==> src/hw/rtl/json_string_unescape_assert.svh <==
// assertion macros for the json string unescaper
`ifndef JSON_STRING_UNESCAPE_ASSERT_SVH
`define JSON_STRING_UNESCAPE_ASSERT_SVH

// same-cycle implication
`define JSU_ASSERT_NOW(label, ante, cons, msg) \
    label: assert property (@(posedge clk) disable iff (!rst_n) (ante) |-> (cons)) \
        else $error(msg);

// next-cycle implication
`define JSU_ASSERT_NEXT(label, ante, cons, msg) \
    label: assert property (@(posedge clk) disable iff (!rst_n) (ante) |=> (cons)) \
        else $error(msg);

`endif

==> src/hw/rtl/jsu_pkg.sv <==
package jsu_pkg;

    localparam int GROUP_DEPTH_DEF = 4;
    localparam int MAX_RESULTS     = 6;

    localparam logic [1:0] KIND_DATA  = 2'd0;
    localparam logic [1:0] KIND_CLOSE = 2'd1;
    localparam logic [1:0] KIND_ERROR = 2'd2;

    localparam logic [2:0] ERR_NONE    = 3'd0;
    localparam logic [2:0] ERR_CONTROL = 3'd1;
    localparam logic [2:0] ERR_ESCAPE  = 3'd2;
    localparam logic [2:0] ERR_HEX     = 3'd3;
    localparam logic [2:0] ERR_UNTERM  = 3'd4;

    typedef enum logic [3:0] {
        PH_IDLE,
        PH_BODY,
        PH_ESC,
        PH_HEX,
        PH_AFTER_HIGH,
        PH_AFTER_HIGH_BS,
        PH_LOW_HEX
    } phase_t;

    // utf-8 form of one code point, byte 0 first
    typedef struct packed {
        logic [3:0][7:0] data;
        logic [2:0]      len;
    } enc_t;

    // all results caused by one input item
    typedef struct packed {
        logic [MAX_RESULTS-1:0][7:0] data;
        logic [2:0]                  n;
        logic [1:0]                  tail_kind;
        logic [2:0]                  tail_err;
    } grp_t;

    function automatic enc_t utf8_enc(input logic [20:0] cp);
        enc_t e;
        e.data = '0;
        if (cp < 21'h80) begin
            e.data[0] = cp[7:0];
            e.len     = 3'd1;
        end else if (cp < 21'h800) begin
            e.data[0] = 8'hC0 | {3'b000, cp[10:6]};
            e.data[1] = 8'h80 | {2'b00, cp[5:0]};
            e.len     = 3'd2;
        end else if (cp < 21'h10000) begin
            e.data[0] = 8'hE0 | {4'b0000, cp[15:12]};
            e.data[1] = 8'h80 | {2'b00, cp[11:6]};
            e.data[2] = 8'h80 | {2'b00, cp[5:0]};
            e.len     = 3'd3;
        end else begin
            e.data[0] = 8'hF0 | {5'b00000, cp[20:18]};
            e.data[1] = 8'h80 | {2'b00, cp[17:12]};
            e.data[2] = 8'h80 | {2'b00, cp[11:6]};
            e.data[3] = 8'h80 | {2'b00, cp[5:0]};
            e.len     = 3'd4;
        end
        return e;
    endfunction

endpackage

==> src/hw/rtl/jsu_core.sv <==
module jsu_core (
    input  logic           clk,
    input  logic           rst_n,
    input  logic           take,
    input  logic [7:0]     in_byte,
    input  logic           text_end,
    output jsu_pkg::grp_t  grp,
    output logic           grp_en
);
    import jsu_pkg::*;

    localparam logic [7:0] CH_QUOTE = 8'h22;
    localparam logic [7:0] CH_BSL   = 8'h5C;
    localparam logic [7:0] CH_U     = 8'h75;

    phase_t      phase_reg, phase_next;
    logic [15:0] acc_reg, acc_next;
    logic [1:0]  cnt_reg, cnt_next;
    logic [15:0] hi_reg, hi_next;

    logic        hv_ok;
    logic [3:0]  hv;
    logic [15:0] acc_sh;

    phase_t      bd_phase;
    logic        bd_raw, bd_t;
    logic [1:0]  bd_kind;
    logic [2:0]  bd_err;

    phase_t      es_phase;
    logic        es_raw, es_t;
    logic [7:0]  es_byte;

    logic        a_en, a_comb, b_en, t_en;
    logic [1:0]  t_kind;
    logic [2:0]  t_err;
    enc_t        a_enc, b_enc;
    logic [20:0] comb_cp;
    logic [2:0]  la, lb;

    // hex digit value
    always_comb
    begin
        hv_ok = 1'b1;
        hv    = 4'd0;
        case (in_byte) inside
            [8'h30:8'h39]: hv = in_byte[3:0];
            [8'h61:8'h66],
            [8'h41:8'h46]: hv = in_byte[3:0] + 4'd9;
            default:       hv_ok = 1'b0;
        endcase
    end

    assign acc_sh  = {acc_reg[11:0], hv};
    assign comb_cp = 21'h10000 + 21'({hi_reg[9:0], acc_sh[9:0]});

    // byte inside the string body
    always_comb
    begin
        bd_phase = PH_BODY;
        bd_raw   = 1'b0;
        bd_t     = 1'b0;
        bd_kind  = KIND_DATA;
        bd_err   = ERR_NONE;
        if (in_byte == CH_QUOTE) begin
            bd_phase = PH_IDLE;
            bd_t     = 1'b1;
            bd_kind  = KIND_CLOSE;
        end else if (in_byte < 8'h20) begin
            bd_phase = PH_IDLE;
            bd_t     = 1'b1;
            bd_kind  = KIND_ERROR;
            bd_err   = ERR_CONTROL;
        end else if (in_byte == CH_BSL) begin
            bd_phase = PH_ESC;
        end else begin
            bd_raw = 1'b1;
        end
    end

    // escape letter
    always_comb
    begin
        es_phase = PH_BODY;
        es_raw   = 1'b1;
        es_t     = 1'b0;
        es_byte  = in_byte;
        case (in_byte)
            8'h22, 8'h5C, 8'h2F: es_byte = in_byte;
            8'h62:   es_byte = 8'h08;
            8'h66:   es_byte = 8'h0C;
            8'h6E:   es_byte = 8'h0A;
            8'h72:   es_byte = 8'h0D;
            8'h74:   es_byte = 8'h09;
            CH_U:
            begin
                es_phase = PH_HEX;
                es_raw   = 1'b0;
            end
            default:
            begin
                es_phase = PH_IDLE;
                es_raw   = 1'b0;
                es_t     = 1'b1;
            end
        endcase
    end

    always_comb
    begin
        phase_next = phase_reg;
        acc_next   = acc_reg;
        cnt_next   = cnt_reg;
        hi_next    = hi_reg;
        a_en       = 1'b0;
        a_comb     = 1'b0;
        b_en       = 1'b0;
        b_enc      = '0;
        t_en       = 1'b0;
        t_kind     = KIND_DATA;
        t_err      = ERR_NONE;

        if (text_end) begin
            phase_next = PH_IDLE;
            case (phase_reg)
                PH_BODY, PH_ESC:
                begin
                    t_en = 1'b1;
                    t_err = ERR_UNTERM;
                end
                PH_HEX:
                begin
                    t_en = 1'b1;
                    t_err = ERR_HEX;
                end
                PH_AFTER_HIGH, PH_AFTER_HIGH_BS:
                begin
                    a_en  = 1'b1;
                    t_en  = 1'b1;
                    t_err = ERR_UNTERM;
                end
                PH_LOW_HEX:
                begin
                    a_en  = 1'b1;
                    t_en  = 1'b1;
                    t_err = ERR_HEX;
                end
                default: phase_next = PH_IDLE;
            endcase
            if (t_en) begin
                t_kind = KIND_ERROR;
            end
        end else begin
            case (phase_reg)
                PH_BODY, PH_AFTER_HIGH:
                begin
                    if (phase_reg == PH_AFTER_HIGH && in_byte == CH_BSL) begin
                        phase_next = PH_AFTER_HIGH_BS;
                    end else begin
                        a_en       = (phase_reg == PH_AFTER_HIGH);
                        hi_next    = 16'd0;
                        phase_next = bd_phase;
                        b_en       = bd_raw;
                        b_enc.data = {24'd0, in_byte};
                        b_enc.len  = 3'd1;
                        t_en       = bd_t;
                        t_kind     = bd_kind;
                        t_err      = bd_err;
                    end
                end
                PH_ESC, PH_AFTER_HIGH_BS:
                begin
                    if (phase_reg == PH_AFTER_HIGH_BS && in_byte == CH_U) begin
                        phase_next = PH_LOW_HEX;
                        acc_next   = 16'd0;
                        cnt_next   = 2'd0;
                    end else begin
                        a_en       = (phase_reg == PH_AFTER_HIGH_BS);
                        hi_next    = 16'd0;
                        phase_next = es_phase;
                        b_en       = es_raw;
                        b_enc.data = {24'd0, es_byte};
                        b_enc.len  = 3'd1;
                        t_en       = es_t;
                        t_kind     = es_t ? KIND_ERROR : KIND_DATA;
                        t_err      = es_t ? ERR_ESCAPE : ERR_NONE;
                        acc_next   = 16'd0;
                        cnt_next   = 2'd0;
                    end
                end
                PH_HEX, PH_LOW_HEX:
                begin
                    if (!hv_ok) begin
                        a_en       = (phase_reg == PH_LOW_HEX);
                        phase_next = PH_IDLE;
                        t_en       = 1'b1;
                        t_kind     = KIND_ERROR;
                        t_err      = ERR_HEX;
                    end else if (cnt_reg != 2'd3) begin
                        acc_next = acc_sh;
                        cnt_next = cnt_reg + 2'd1;
                    end else begin
                        acc_next = 16'd0;
                        cnt_next = 2'd0;
                        if (phase_reg == PH_LOW_HEX && acc_sh >= 16'hDC00
                            && acc_sh < 16'hE000) begin
                            // surrogate pair
                            a_en       = 1'b1;
                            a_comb     = 1'b1;
                            hi_next    = 16'd0;
                            phase_next = PH_BODY;
                        end else begin
                            a_en    = (phase_reg == PH_LOW_HEX);
                            hi_next = 16'd0;
                            if (acc_sh >= 16'hD800 && acc_sh < 16'hDC00) begin
                                hi_next    = acc_sh;
                                phase_next = PH_AFTER_HIGH;
                            end else begin
                                phase_next = PH_BODY;
                                b_en       = 1'b1;
                                b_enc      = utf8_enc((acc_sh == 16'd0) ? 21'hFFFD
                                                                        : {5'd0, acc_sh});
                            end
                        end
                    end
                end
                default:
                begin
                    phase_next = (in_byte == CH_QUOTE) ? PH_BODY : PH_IDLE;
                    acc_next   = 16'd0;
                    cnt_next   = 2'd0;
                    hi_next    = 16'd0;
                end
            endcase
        end

        if (phase_next == PH_IDLE) begin
            acc_next = 16'd0;
            cnt_next = 2'd0;
            hi_next  = 16'd0;
        end
    end

    assign a_enc = utf8_enc(a_comb ? comb_cp : {5'd0, hi_reg});
    assign la    = a_en ? a_enc.len : 3'd0;
    assign lb    = b_en ? b_enc.len : 3'd0;

    // place the pieces one after another
    always_comb
    begin : pack_grp
        logic [2:0] ii;
        logic [2:0] jj;
        grp.data = '0;
        for (int i = 0; i < MAX_RESULTS; i++) begin
            ii = 3'(i);
            jj = ii - la;
            if (ii < la) begin
                grp.data[i] = a_enc.data[ii[1:0]];
            end else if (jj < lb) begin
                grp.data[i] = b_enc.data[jj[1:0]];
            end
        end
        grp.n         = la + lb + {2'd0, t_en};
        grp.tail_kind = t_kind;
        grp.tail_err  = t_err;
    end

    assign grp_en = take && (grp.n != 3'd0);

    always_ff @(posedge clk or negedge rst_n)
    begin
        if (!rst_n) begin
            phase_reg <= PH_IDLE;
            acc_reg   <= 16'd0;
            cnt_reg   <= 2'd0;
            hi_reg    <= 16'd0;
        end else if (take) begin
            phase_reg <= phase_next;
            acc_reg   <= acc_next;
            cnt_reg   <= cnt_next;
            hi_reg    <= hi_next;
        end
    end

endmodule

==> src/hw/rtl/json_string_unescape.sv <==
// JSON string unescaper. Takes the text one byte per item, skips bytes until an opening
// quote, then turns the string body into UTF-8 data bytes (simple escapes, \uXXXX with
// surrogate pairs, U+0000 given as U+FFFD) and ends the string with a close or an error
// result. An input item is taken every cycle while the result queue has room; the results
// of one item (up to six) are written together into a queue of GROUP_DEPTH entries and
// leave one per cycle while out_ready is high, and input stalls only once the queue is full.
// An item's results are registered in the queue before they are shown, behind the results
// of earlier items.
`include "json_string_unescape_assert.svh"

module json_string_unescape #(
    parameter int GROUP_DEPTH = jsu_pkg::GROUP_DEPTH_DEF
) (
    input  logic       clk,
    input  logic       rst_n,
    input  logic       in_valid,
    output logic       in_ready,
    input  logic [7:0] in_byte,
    input  logic       text_end,
    output logic       out_valid,
    input  logic       out_ready,
    output logic [7:0] out_byte,
    output logic [1:0] kind,
    output logic [2:0] error_code,
    output logic       last
);
    import jsu_pkg::*;

    localparam int PW = (GROUP_DEPTH > 1) ? $clog2(GROUP_DEPTH) : 1;
    localparam int CW = $clog2(GROUP_DEPTH + 1);

    grp_t          grp;
    logic          grp_en;
    grp_t          q_mem [GROUP_DEPTH];
    logic [PW-1:0] wr_ptr_reg, wr_ptr_next;
    logic [PW-1:0] rd_ptr_reg, rd_ptr_next;
    logic [CW-1:0] cnt_reg, cnt_next;
    logic [2:0]    pos_reg, pos_next;
    grp_t          head;
    logic          at_last, is_tail, push, pop, out_take;

    jsu_core u_core (
        .clk      (clk),
        .rst_n    (rst_n),
        .take     (in_valid && in_ready),
        .in_byte  (in_byte),
        .text_end (text_end),
        .grp      (grp),
        .grp_en   (grp_en)
    );

    assign in_ready  = (cnt_reg < CW'(GROUP_DEPTH));
    assign out_valid = (cnt_reg != '0);
    assign head      = q_mem[rd_ptr_reg];
    assign at_last   = (pos_reg == head.n - 3'd1);
    assign is_tail   = at_last && (head.tail_kind != KIND_DATA);
    assign out_take  = out_valid && out_ready;
    assign push      = grp_en;
    assign pop       = out_take && at_last;

    assign out_byte   = is_tail ? 8'd0 : head.data[pos_reg];
    assign kind       = is_tail ? head.tail_kind : KIND_DATA;
    assign error_code = is_tail ? head.tail_err : ERR_NONE;
    assign last       = at_last;

    always_comb
    begin
        wr_ptr_next = wr_ptr_reg;
        rd_ptr_next = rd_ptr_reg;
        pos_next    = pos_reg;
        if (push) begin
            wr_ptr_next = (wr_ptr_reg == PW'(GROUP_DEPTH - 1)) ? '0 : wr_ptr_reg + 1'b1;
        end
        if (pop) begin
            rd_ptr_next = (rd_ptr_reg == PW'(GROUP_DEPTH - 1)) ? '0 : rd_ptr_reg + 1'b1;
        end
        if (out_take) begin
            pos_next = at_last ? 3'd0 : pos_reg + 3'd1;
        end
        cnt_next = cnt_reg + CW'(push) - CW'(pop);
    end

    always_ff @(posedge clk or negedge rst_n)
    begin
        if (!rst_n) begin
            wr_ptr_reg <= '0;
            rd_ptr_reg <= '0;
            cnt_reg    <= '0;
            pos_reg    <= 3'd0;
        end else begin
            wr_ptr_reg <= wr_ptr_next;
            rd_ptr_reg <= rd_ptr_next;
            cnt_reg    <= cnt_next;
            pos_reg    <= pos_next;
        end
    end

    always_ff @(posedge clk)
    begin
        if (push) begin
            q_mem[wr_ptr_reg] <= grp;
        end
    end

    `JSU_ASSERT_NOW(a_grp_size, push, (grp.n != 3'd0) && (grp.n <= 3'd6), "bad group size")
    `JSU_ASSERT_NOW(a_pos_in_grp, out_valid, pos_reg < head.n, "position past group end")
    `JSU_ASSERT_NOW(a_err_kind, out_valid, (kind == KIND_ERROR) == (error_code != ERR_NONE), "error code without error kind")
    `JSU_ASSERT_NEXT(a_drain, pop && !push && (cnt_reg == CW'(1)), !out_valid, "queue not empty after last pop")

endmodule

==> config.mk <==
export PLATFORM = sky130hd
export DESIGN_NAME = json_string_unescape
export DESIGN_NICKNAME = d
export VERILOG_FILES = /design/src/hw/rtl/jsu_pkg.sv /design/src/hw/rtl/jsu_core.sv /design/src/hw/rtl/json_string_unescape.sv
export VERILOG_INCLUDE_DIRS = /design/src /design/src/hw/rtl
export SDC_FILE = /design/constraint.sdc
export NUM_CORES = 1
export LEC_CHECK = 0
export BUFFER_PORTS_ARGS = -buffer_cell sky130_fd_sc_hd__buf_2
export CAP_MARGIN = 25
export CORE_ASPECT_RATIO = 1.75
export CORE_UTILIZATION = 68
export CTS_CLUSTER_DIAMETER = 200
export DETAILED_ROUTE_END_ITERATION = 12
export PLACE_DENSITY = 0.93
export SLEW_MARGIN = 20
export SYNTH_ARGS = -nofsm -noshare
export SYNTH_HDL_FRONTEND = slang
export SYNTH_HIERARCHICAL = 1
export SYNTH_SLANG_ARGS = --single-unit
export TNS_END_PERCENT = 5
==> constraint.sdc <==
create_clock -name clk -period 9.3 [get_ports clk]
set_input_delay 1.395 -clock clk [delete_from_list [all_inputs] [get_ports clk]]
set_output_delay 1.395 -clock clk [all_outputs]
set_load 0.02 [all_outputs]
Yosys cells after proc, flatten, opt, wreduce, memory -nomap -nowiden
Memory sizes are Yosys's and may differ from the RTL's.
Cells that the tools add are included.
{"block": "classes", "order_cmp": 37, "eq_ne": 25, "n_addsub": 17, "n_mux": 148, "n_reduce_logical": 29}
{"cell": "16-bit 2-to-1 mux", "count": 11}
{"cell": "8-bit 2-to-1 mux", "count": 22}
{"cell": "35-bit 2-to-1 mux", "count": 5}
{"cell": "35-bit case mux with 3 select lines", "count": 1}
{"cell": "8-bit binary-select mux with 2-bit select", "count": 6}
{"cell": "8-bit by 7-bit == test with 1-bit output, second input constant", "count": 7}
{"cell": "25-bit 2-to-1 mux", "count": 2}
{"cell": "12-bit 2-to-1 mux", "count": 4}
{"cell": "24-bit 2-to-1 mux", "count": 2}
{"cell": "16-bit case mux with 3 select lines", "count": 1}
{"cell": "11-bit 2-to-1 mux", "count": 4}
{"cell": "21-bit by 12-bit < comparator with 1-bit output, second input constant", "count": 2}
{"cell": "21-bit by 17-bit < comparator with 1-bit output, second input constant", "count": 2}
{"cell": "21-bit by 8-bit < comparator with 1-bit output, second input constant", "count": 2}
{"cell": "8-bit case mux with 5 select lines", "count": 1}
{"cell": "1-bit 2-to-1 mux", "count": 39}
{"cell": "19-bit 2-to-1 mux", "count": 2}
{"cell": "2-bit 2-to-1 mux", "count": 18}
{"cell": "4-bit 2-to-1 mux", "count": 9}
{"cell": "16-bit greater-or-equal comparator, second input constant", "count": 2}
{"cell": "16-bit < comparator, second input constant", "count": 2}
{"cell": "3-bit 2-to-1 mux", "count": 9}
{"cell": "8-bit binary-select mux with 3-bit select", "count": 1}
{"cell": "12-bit case mux with 2 select lines", "count": 1}
{"cell": "53 further kinds", "count": 101}
{"block": "totals", "reg_bits": 44, "mem_count": 1, "output_inout_bits": 16, "inputBits": 13, "wordCells": 265, "ram_bits": 224}
{"name": "q_mem", "depth": 4, "width": 56, "read_ports": 1, "rd_clocked_by_memory_dff": 0, "wr": 1, "line_no": "json_string_unescape.sv:34", "source": "grp_t q_mem [GROUP_DEPTH];"}

Depth between registers and ports, before layout
Gate-level depths: netlist of the first run.
{"block": "logic_depth", "ltp_word": 25, "mapped_depth": 22, "mapped_depth_nobuf": 18}

Modules after synthesis
The synthesis of the first run kept the hierarchy.
{"module": "json_string_unescape", "seq_area_each_um2": 6976.7, "area_each_um2": 9207.6, "cells_per_inst": 458, "n_inst": 1}
{"module": "jsu_core", "seq_area_each_um2": 850.8, "area_each_um2": 5071.1, "cells_per_inst": 716, "n_inst": 1}

Worst setup path before layout of the first run
Ideal clock, no wire load.
{"block": "synth_timing", "kind": "input to register", "from": "input in_byte[3]", "to": "memory q_mem[2][0] (netlist name), enable pin", "required_time_ns": 8.880, "t_arrival_ns": 6.773, "path_slack_ns": 2.107, "n_path_buf": 5, "cell_stages": 17, "setup_time_ns": 0.420, "path_cell_list": "buf_2 -> or3b_1 -> buf_2 -> or4_1 -> buf_2 -> a211oi_4 -> mux2i_1 -> nand2b_4 -> nand2_2 -> buf_4 -> buf_4 -> fa_1 -> inv_1 -> fa_1 -> inv_1 -> o31a_1 -> and2_1"}
{"element": "start, declared", "line_no": "json_string_unescape.sv:18", "source": "input logic [7:0] in_byte,"}
{"element": "end, declared", "line_no": "json_string_unescape.sv:34"}

==> results of run 1 <==
## layout make-up
cell class / instances / area [µm²] / share of cell area
flip-flops and latches: 268 / 7830 / 0.508
multi-input cells: 794 / 6000 / 0.389
clock buffers: 30 / 644 / 0.0418
well taps: 248 / 310 / 0.0201
repair buffers: 45 / 274 / 0.0178
clock inverters: 16 / 203 / 0.0132
inverters: 41 / 154 / 0.00998
## layout by cell type (no fill, tap or decap), types with 13 or more instances in the layout
master	count
o221ai_1	20
mux4_2	38
ha_1	27
buf_2	27
mux2_2	28
inv_1	38
edfxtp_1	224
mux2i_1	57
o22ai_1	14
nand2_1	98
buf_4	17
nor2_1	91
clkbuf_16	25
o21ai_0	39
a31oi_1	17
a22oi_1	18
nor3_1	29
and2_1	13
nand3_1	27
dfrtp_1	42
a21oi_1	49
nor4_1	15
## power by group through the flow
stage,clock (mW),sequential [mW],combinational (mW)
CTS,1.07,1.40,0.851
floorplan,0,1.35,0.655
global route,1.12,1.41,0.902
finish,1.07,1.40,0.866
global placement,0,1.42,0.765
detailed placement,0,1.42,0.809
## Yosys cell counts (all sizes together) (8+ instances only)
cell	n	area, µm²
buf	30	166
nor4	18	134
nand2b	11	76.3
o21ai	49	245
a21o	8	60.1
or3	10	62.6
edfxtp	224	6730
nand2	99	374
and2	18	113
nand4	9	56.3
nand3	28	145
or4	11	82.6
nor2	91	342
o211ai	11	87.6
a31oi	17	106
mux2	28	315
a22oi	18	135
o221ai	20	175
xnor2	13	121
a21oi	49	245
ha	27	338
dfrtp	44	1100
inv	40	150
nor2b	10	62.6
nor3	31	160
clkbuf	41	154
o22ai	14	87.6
mux2i	57	571
mux4	40	908
a22o	12	105
## layer usage
metal / vias to the layer above / part of all wire / GRT usage
met1: 5205 / 0.32 / 0.480
met4: 0 / 0.094 / 0.313
li1: 4568 / - / -
met5: - / 0 / 0
met2: 993 / 0.50 / 0.725
met3: 302 / 0.093 / 0.0744
## cell families (layout without fill, tap and decap cells)
kind of cell	after synthesis	after routing	synth area share
adder cells (fa/ha/maj)	30	30	0.0279
AO/OA/AOI/OAI	255	255	0.124
buffers and inverters	112	132	0.0332
multiplexers	125	125	0.126
flip-flops	268	268	0.548
XOR/XNOR	15	15	0.00973
AND/OR/NAND/NOR	369	369	0.131
## worst max-delay path by stage
stage / to / from / slack [ps] / cells after the start
after CTS: q_mem[3][23] / in_byte[6] / 1910 / 15
after global routing: q_mem[3][23] / in_byte[6] / 1580 / 15
after detailed placement: q_mem[3][51] / in_byte[6] / 1500 / 15
after global placement: q_mem[3][51] / in_byte[3] / 1670 / 15
after floorplan: q_mem[2][0] / in_byte[3] / 2110 / 17
final: q_mem[3][23] / in_byte[6] / 1800 / 15
## worst max-delay path: cells and delay by family
kind                       cells  cell delay (ps)
muxes                          1              610
adders and majority gates      2              650
xor gates and xnor gates       1              450
and+or+nand+nor                5             2770
AOI/OAI and AO/OA              2              610
buffers and inverters          4             1120
==> results.py, run 1 <==
metrics = {
    "power_and_ir_drop": {
        "p_seq_frac": 0.419,
        "p_int_mw": 2.27,
        "power_leakage_nw": 5.72,
        "sw_frac_of_total": 0.319,
        "power_density_mw_per_mm2": 216,
        "ir_worst_vdd_mv": 0.160,
        "switchingPower_mw": 1.06,
        "clockPowerShare": 0.322,
        "p_total_mw": 3.34,
        "pwr-share-comb": 0.259,
    },
    "clocking": {
        "root_buffer": "clkbuf_16",
        "htreeDepth": 1,
        "cts.path.max_buffers": 3,
        "cts.sinks": 268,
        "cts_setup_buffers": 0,
        "postCtsResizedCells": 0,
        "cts_hold_buf": 0,
        "path_clk_slew_ps": 70,
        "cts_tree": "done",
        "cts_buffers": 25,
        "clk_latency_ps": 540,
    },
    "final_layout": {
        "area_delta_synth_final_pct": 7.95,
        "final_area_mm2": 0.0154,
        "nets": 1218,
        "final_util": 0.753,
        "drive_gt1_frac": 0.152,
        "nFillCells": 1248,
        "layout.cells.non_filler": 1442,
        "largest_reg_flops": 224,
        "antenna_cells": 0,
    },
    "setup_path": {
        "critical_path.cell_chain": "buf_2 > or3b_1 > or4_1 > a211oi_4 > buf_4 > mux2i_1 > nand3_2 > nand2_2 > fa_1 > inv_1 > fa_1 > xnor2_1 > o31a_1 > and2_2 > buf_4",
        "rr_worst_depth": 14,
        "setup.worst_path.start_class": "input pin",
        "critPathRequiredTime_ps": 9460,
        "slowest_stage": "or4_1",
        "cp_max_fo": 34,
        "critPathKind": "input pin to register",
        "arrival_ps": 7660,
        "reg2reg_to": "q_mem[3][23]",
        "critPathMaxStageDelay_ps": 710,
        "r2r_setup_slack_ps": 2780,
        "crit_path_end_kind": "register",
        "rr_startpoint": "u_core/phase_reg[0]",
    },
    "drt": {
        "wl_per_cell_um": 31.5,
        "vias": 11100,
        "ant_nets": 0,
        "drc": 1,
        "detail_route.vias_per_cell": 7.68,
        "firstDrtPassIters": 12,
        "drtIter0Drc": 1758,
        "routed_wl_um": 45500,
    },
    "flow_run": {
        "maxCapViolations": 0,
    },
    "placed_design": {
        "portBuffers": 28,
        "dp_hpwl_um": 30600,
        "routabilityCongestion": 1.06,
        "placed_area_mm2": 0.0146,
        "place_ws_ps": 1500,
        "dp.cells": 1395,
    },
    "sta": {
        "grt_setup_unrepaired": "false",
        "tightestPinTransition_ps": 1070,
        "fin_crit_sh": 0.806,
        "slew-limit-headroom": 0.284,
        "max_freq_mhz": 133,
        "slew_viol_final": 0,
        "clock_skew_ps": 20.0,
        "whs_ps": 536,
        "fin_setup_tns_ps": 0,
        "period_minus_slack_ps": 7500,
        "setup_violations": 0,
        "hold_viol_final": 0,
        "worst_slack_ps": 1800,
    },
    "logic_synthesis": {
        "ys_seq_elements": 268,
        "netlist_instances": 1174,
        "synth_edf_count": 224,
        "synthFlopType": "edfxtp_1",
        "syn_area_per_cell_um2": 12.2,
        "yosysSeqAreaShare": 0.548,
        "yosys_warnings": 6,
        "async_flop_share": 0.164,
        "ys_types": 83,
        "syn_area_mm2": 0.0143,
        "syn_nets": 1217,
    },
    "die": {
        "die_h_um": 194,
        "fp.dieW_um": 112,
        "rows": 69,
        "boundaryPins": 29,
        "die_area_mm2": 0.0216,
        "core_mm2": 0.0205,
        "start_util": 0.698,
    },
    "min_path": {
        "hold_end": "u_core/hi_reg[13]",
        "worstHoldStart": "u_core/hi_reg[13]",
        "hp-class": "register to register",
        "holdPathStages": 1,
    },
    "global_route": {
        "grt_overflow_total": 0,
        "grt_util_all_layers": 0.426,
        "antenna_found_initial": 0,
        "grt_first_pass_wirelength_um": 67000,
        "grt_max_degree": 57,
        "grt_pass1_vias": 10700,
    },
    "outcome": {
        "violations": "design-rule violations",
        "status": "finished with violations",
    },
}
Power figures use the tool's default switching activity.
==> run 2: changes to the inputs <==
CORE_UTILIZATION = 63   (was 68)
PLACE_DENSITY = 0.88   (was 0.93)
clock period = 7.2 ns   (was 9.3 ns; I/O delays follow)
==> run 2 against run 1 <==
The run now ends clean. Highest routed layer unchanged. Clock skew grew 1.4 ps. Critical path depth rose by 1. Non-clock buffer count up 9. Core utilization down 5.4 points. Sequential share of layout area decreased by 0.28 points. Final area is 0.54% higher. Flip-flop and latch count unchanged. Worst hold slack got worse by 40 ps. Global-route usage down 5.8 points.
==> results.py, run 2 (synthesis gave the netlist of run 1 again) <==
metrics = {
    "outcome": {
        "status": "finished clean",
    },
    "final_layout": {
        "final_cell_mix": "edfxtp_1 (224), nand2_1 (98), nor2_1 (91), mux2i_1 (57), a21oi_1 (49)",
        "nets": 1226,
        "mostFrequentLayoutCell": "edfxtp_1",
        "antenna_cells": 0,
        "area_delta_synth_final_pct": 8.54,
        "largest_reg_flops": 224,
        "drive_gt1_frac": 0.154,
    },
    "clocking": {
        "cts_tree": "done",
        "path_clk_slew_ps": 60,
        "cts_hold_buf": 0,
        "clk_latency_ps": 540,
        "cts_setup_buffers": 0,
        "cts.path.max_buffers": 3,
        "cts.sinks": 268,
        "postCtsResizedCells": 0,
        "cts_buffers": 24,
        "htreeDepth": 1,
        "root_buffer": "clkbuf_16",
    },
    "setup_path": {
        "critPathRequiredTime_ps": 7480,
        "critPathKind": "input pin to register",
        "crit_path_end_kind": "register",
        "setup.worst_path.start_class": "input pin",
        "cp_max_fo": 20,
        "arrival_ps": 6380,
    },
    "sta": {
        "fin_crit_sh": 0.848,
        "slew_viol_final": 0,
        "setup_violations": 0,
        "hold_viol_final": 0,
        "grt_setup_unrepaired": "false",
        "slew-limit-headroom": 0.289,
        "period_minus_slack_ps": 6100,
        "fin_setup_tns_ps": 0,
        "worst_slack_ps": 1100,
        "clock_skew_ps": 21.3,
        "tightestPinTransition_ps": 1060,
        "max_freq_mhz": 164,
    },
    "power_and_ir_drop": {
        "ir_worst_vdd_mv": 0.199,
        "power_leakage_nw": 5.73,
        "power_density_mw_per_mm2": 265,
    },
    "drt": {
        "drtIter0Drc": 1332,
        "wl_per_cell_um": 28.0,
        "ant_nets": 0,
        "firstDrtPassIters": 8,
        "vias": 10700,
        "detail_route.vias_per_cell": 7.12,
        "drc": 0,
        "routed_wl_um": 41800,
    },
    "die": {
        "die_h_um": 201,
        "die_area_mm2": 0.0233,
        "fp.dieW_um": 116,
        "start_util": 0.644,
        "core_mm2": 0.0222,
        "rows": 72,
        "boundaryPins": 29,
    },
    "global_route": {
        "grt_max_degree": 53,
        "grt_util_all_layers": 0.368,
        "grt_pass1_vias": 10400,
        "grt_overflow_total": 0,
        "antenna_found_initial": 0,
        "grt_first_pass_wirelength_um": 62200,
    },
    "placed_design": {
        "routabilityCongestion": 1.07,
        "place_ws_ps": 702,
        "portBuffers": 28,
        "dp_hpwl_um": 29100,
    },
    "min_path": {
        "hp-class": "input pin to asynchronous set/reset pin",
    },
    "flow_run": {
        "maxCapViolations": 0,
    },
}
-- run 2: cell types whose count changed in the layout (fill, tap and decap cells not counted), sizes merged --
cell | before | now
clkbuf | 30 | 31
clkinvlp | 4 | 3
inv | 43 | 41
bufinv | 4 | 1
clkinv | 6 | 8
buf | 45 | 54
-- run 2: worst max-delay path: stages --
cell	delay [ps]
buf_2	180
or3b_1	530
or4_1	710
a211oi_4	520
buf_4	340
mux2_2	460
o211ai_2	250
inv_2	110
ha_1	390
clkinv_1	270
ha_1	360
a21oi_1	150
nand2_1	130
inv_1	100
o211ai_1	310
o221ai_1	480
-- run 2: metal layers --
metal / part of all wire / GRT usage / up-vias
met1: 0.34 / 0.417 / 5142
met3: 0.077 / 0.0666 / 213
met5: 0 / 0 / -
li1: - / - / 4569
met4: 0.077 / 0.243 / 0
met2: 0.51 / 0.626 / 729
-- run 2: area by class of cell --
cell class	count	area (µm²)
fill	1546	6660
tap	296	370
sequential	268	7830
clock inverter	12	103
multi-input combinational	794	5990
timing repair buffer	54	402
clock buffer	31	648
inverter	41	154
-- run 2: final timing paths --
kind	cells past startpoint	end	startpoint	slack (ps)
max reg2reg	14	q_mem[0][26]	u_core/phase_reg[0]	1720
min reg2reg	1	u_core/hi_reg[13]	u_core/hi_reg[13]	520
max	16	q_mem[0][26]	in_byte[6]	1100
max in group asynchronous	2	u_core/hi_reg[13]	rst_n	6180
min	1	u_core/phase_reg[0]	rst_n	500
min in group clk	1	u_core/hi_reg[13]	u_core/hi_reg[13]	520
-- run 2: where the power goes --
part | internal [mW] | switching (mW) | leakage, nW
registers | 1.69 | 0.105 | 2.92
logic | 0.455 | 0.629 | 2.46
clock network | 0.678 | 0.549 | 0.357
-- run 2: metrics by stage --
step                 util  area, µm²  hold slack, ps  cells  total power, mW
floorplan               -      14300             471   1174             2.59
global placement    0.664      14700             495   1451             2.84
detailed placement  0.665      14700             501   1452             2.88
CTS                 0.699      15500             498   1495             4.11
global route        0.699      15500             507   1496             4.25
finish              0.699      15500             496   1496             4.11
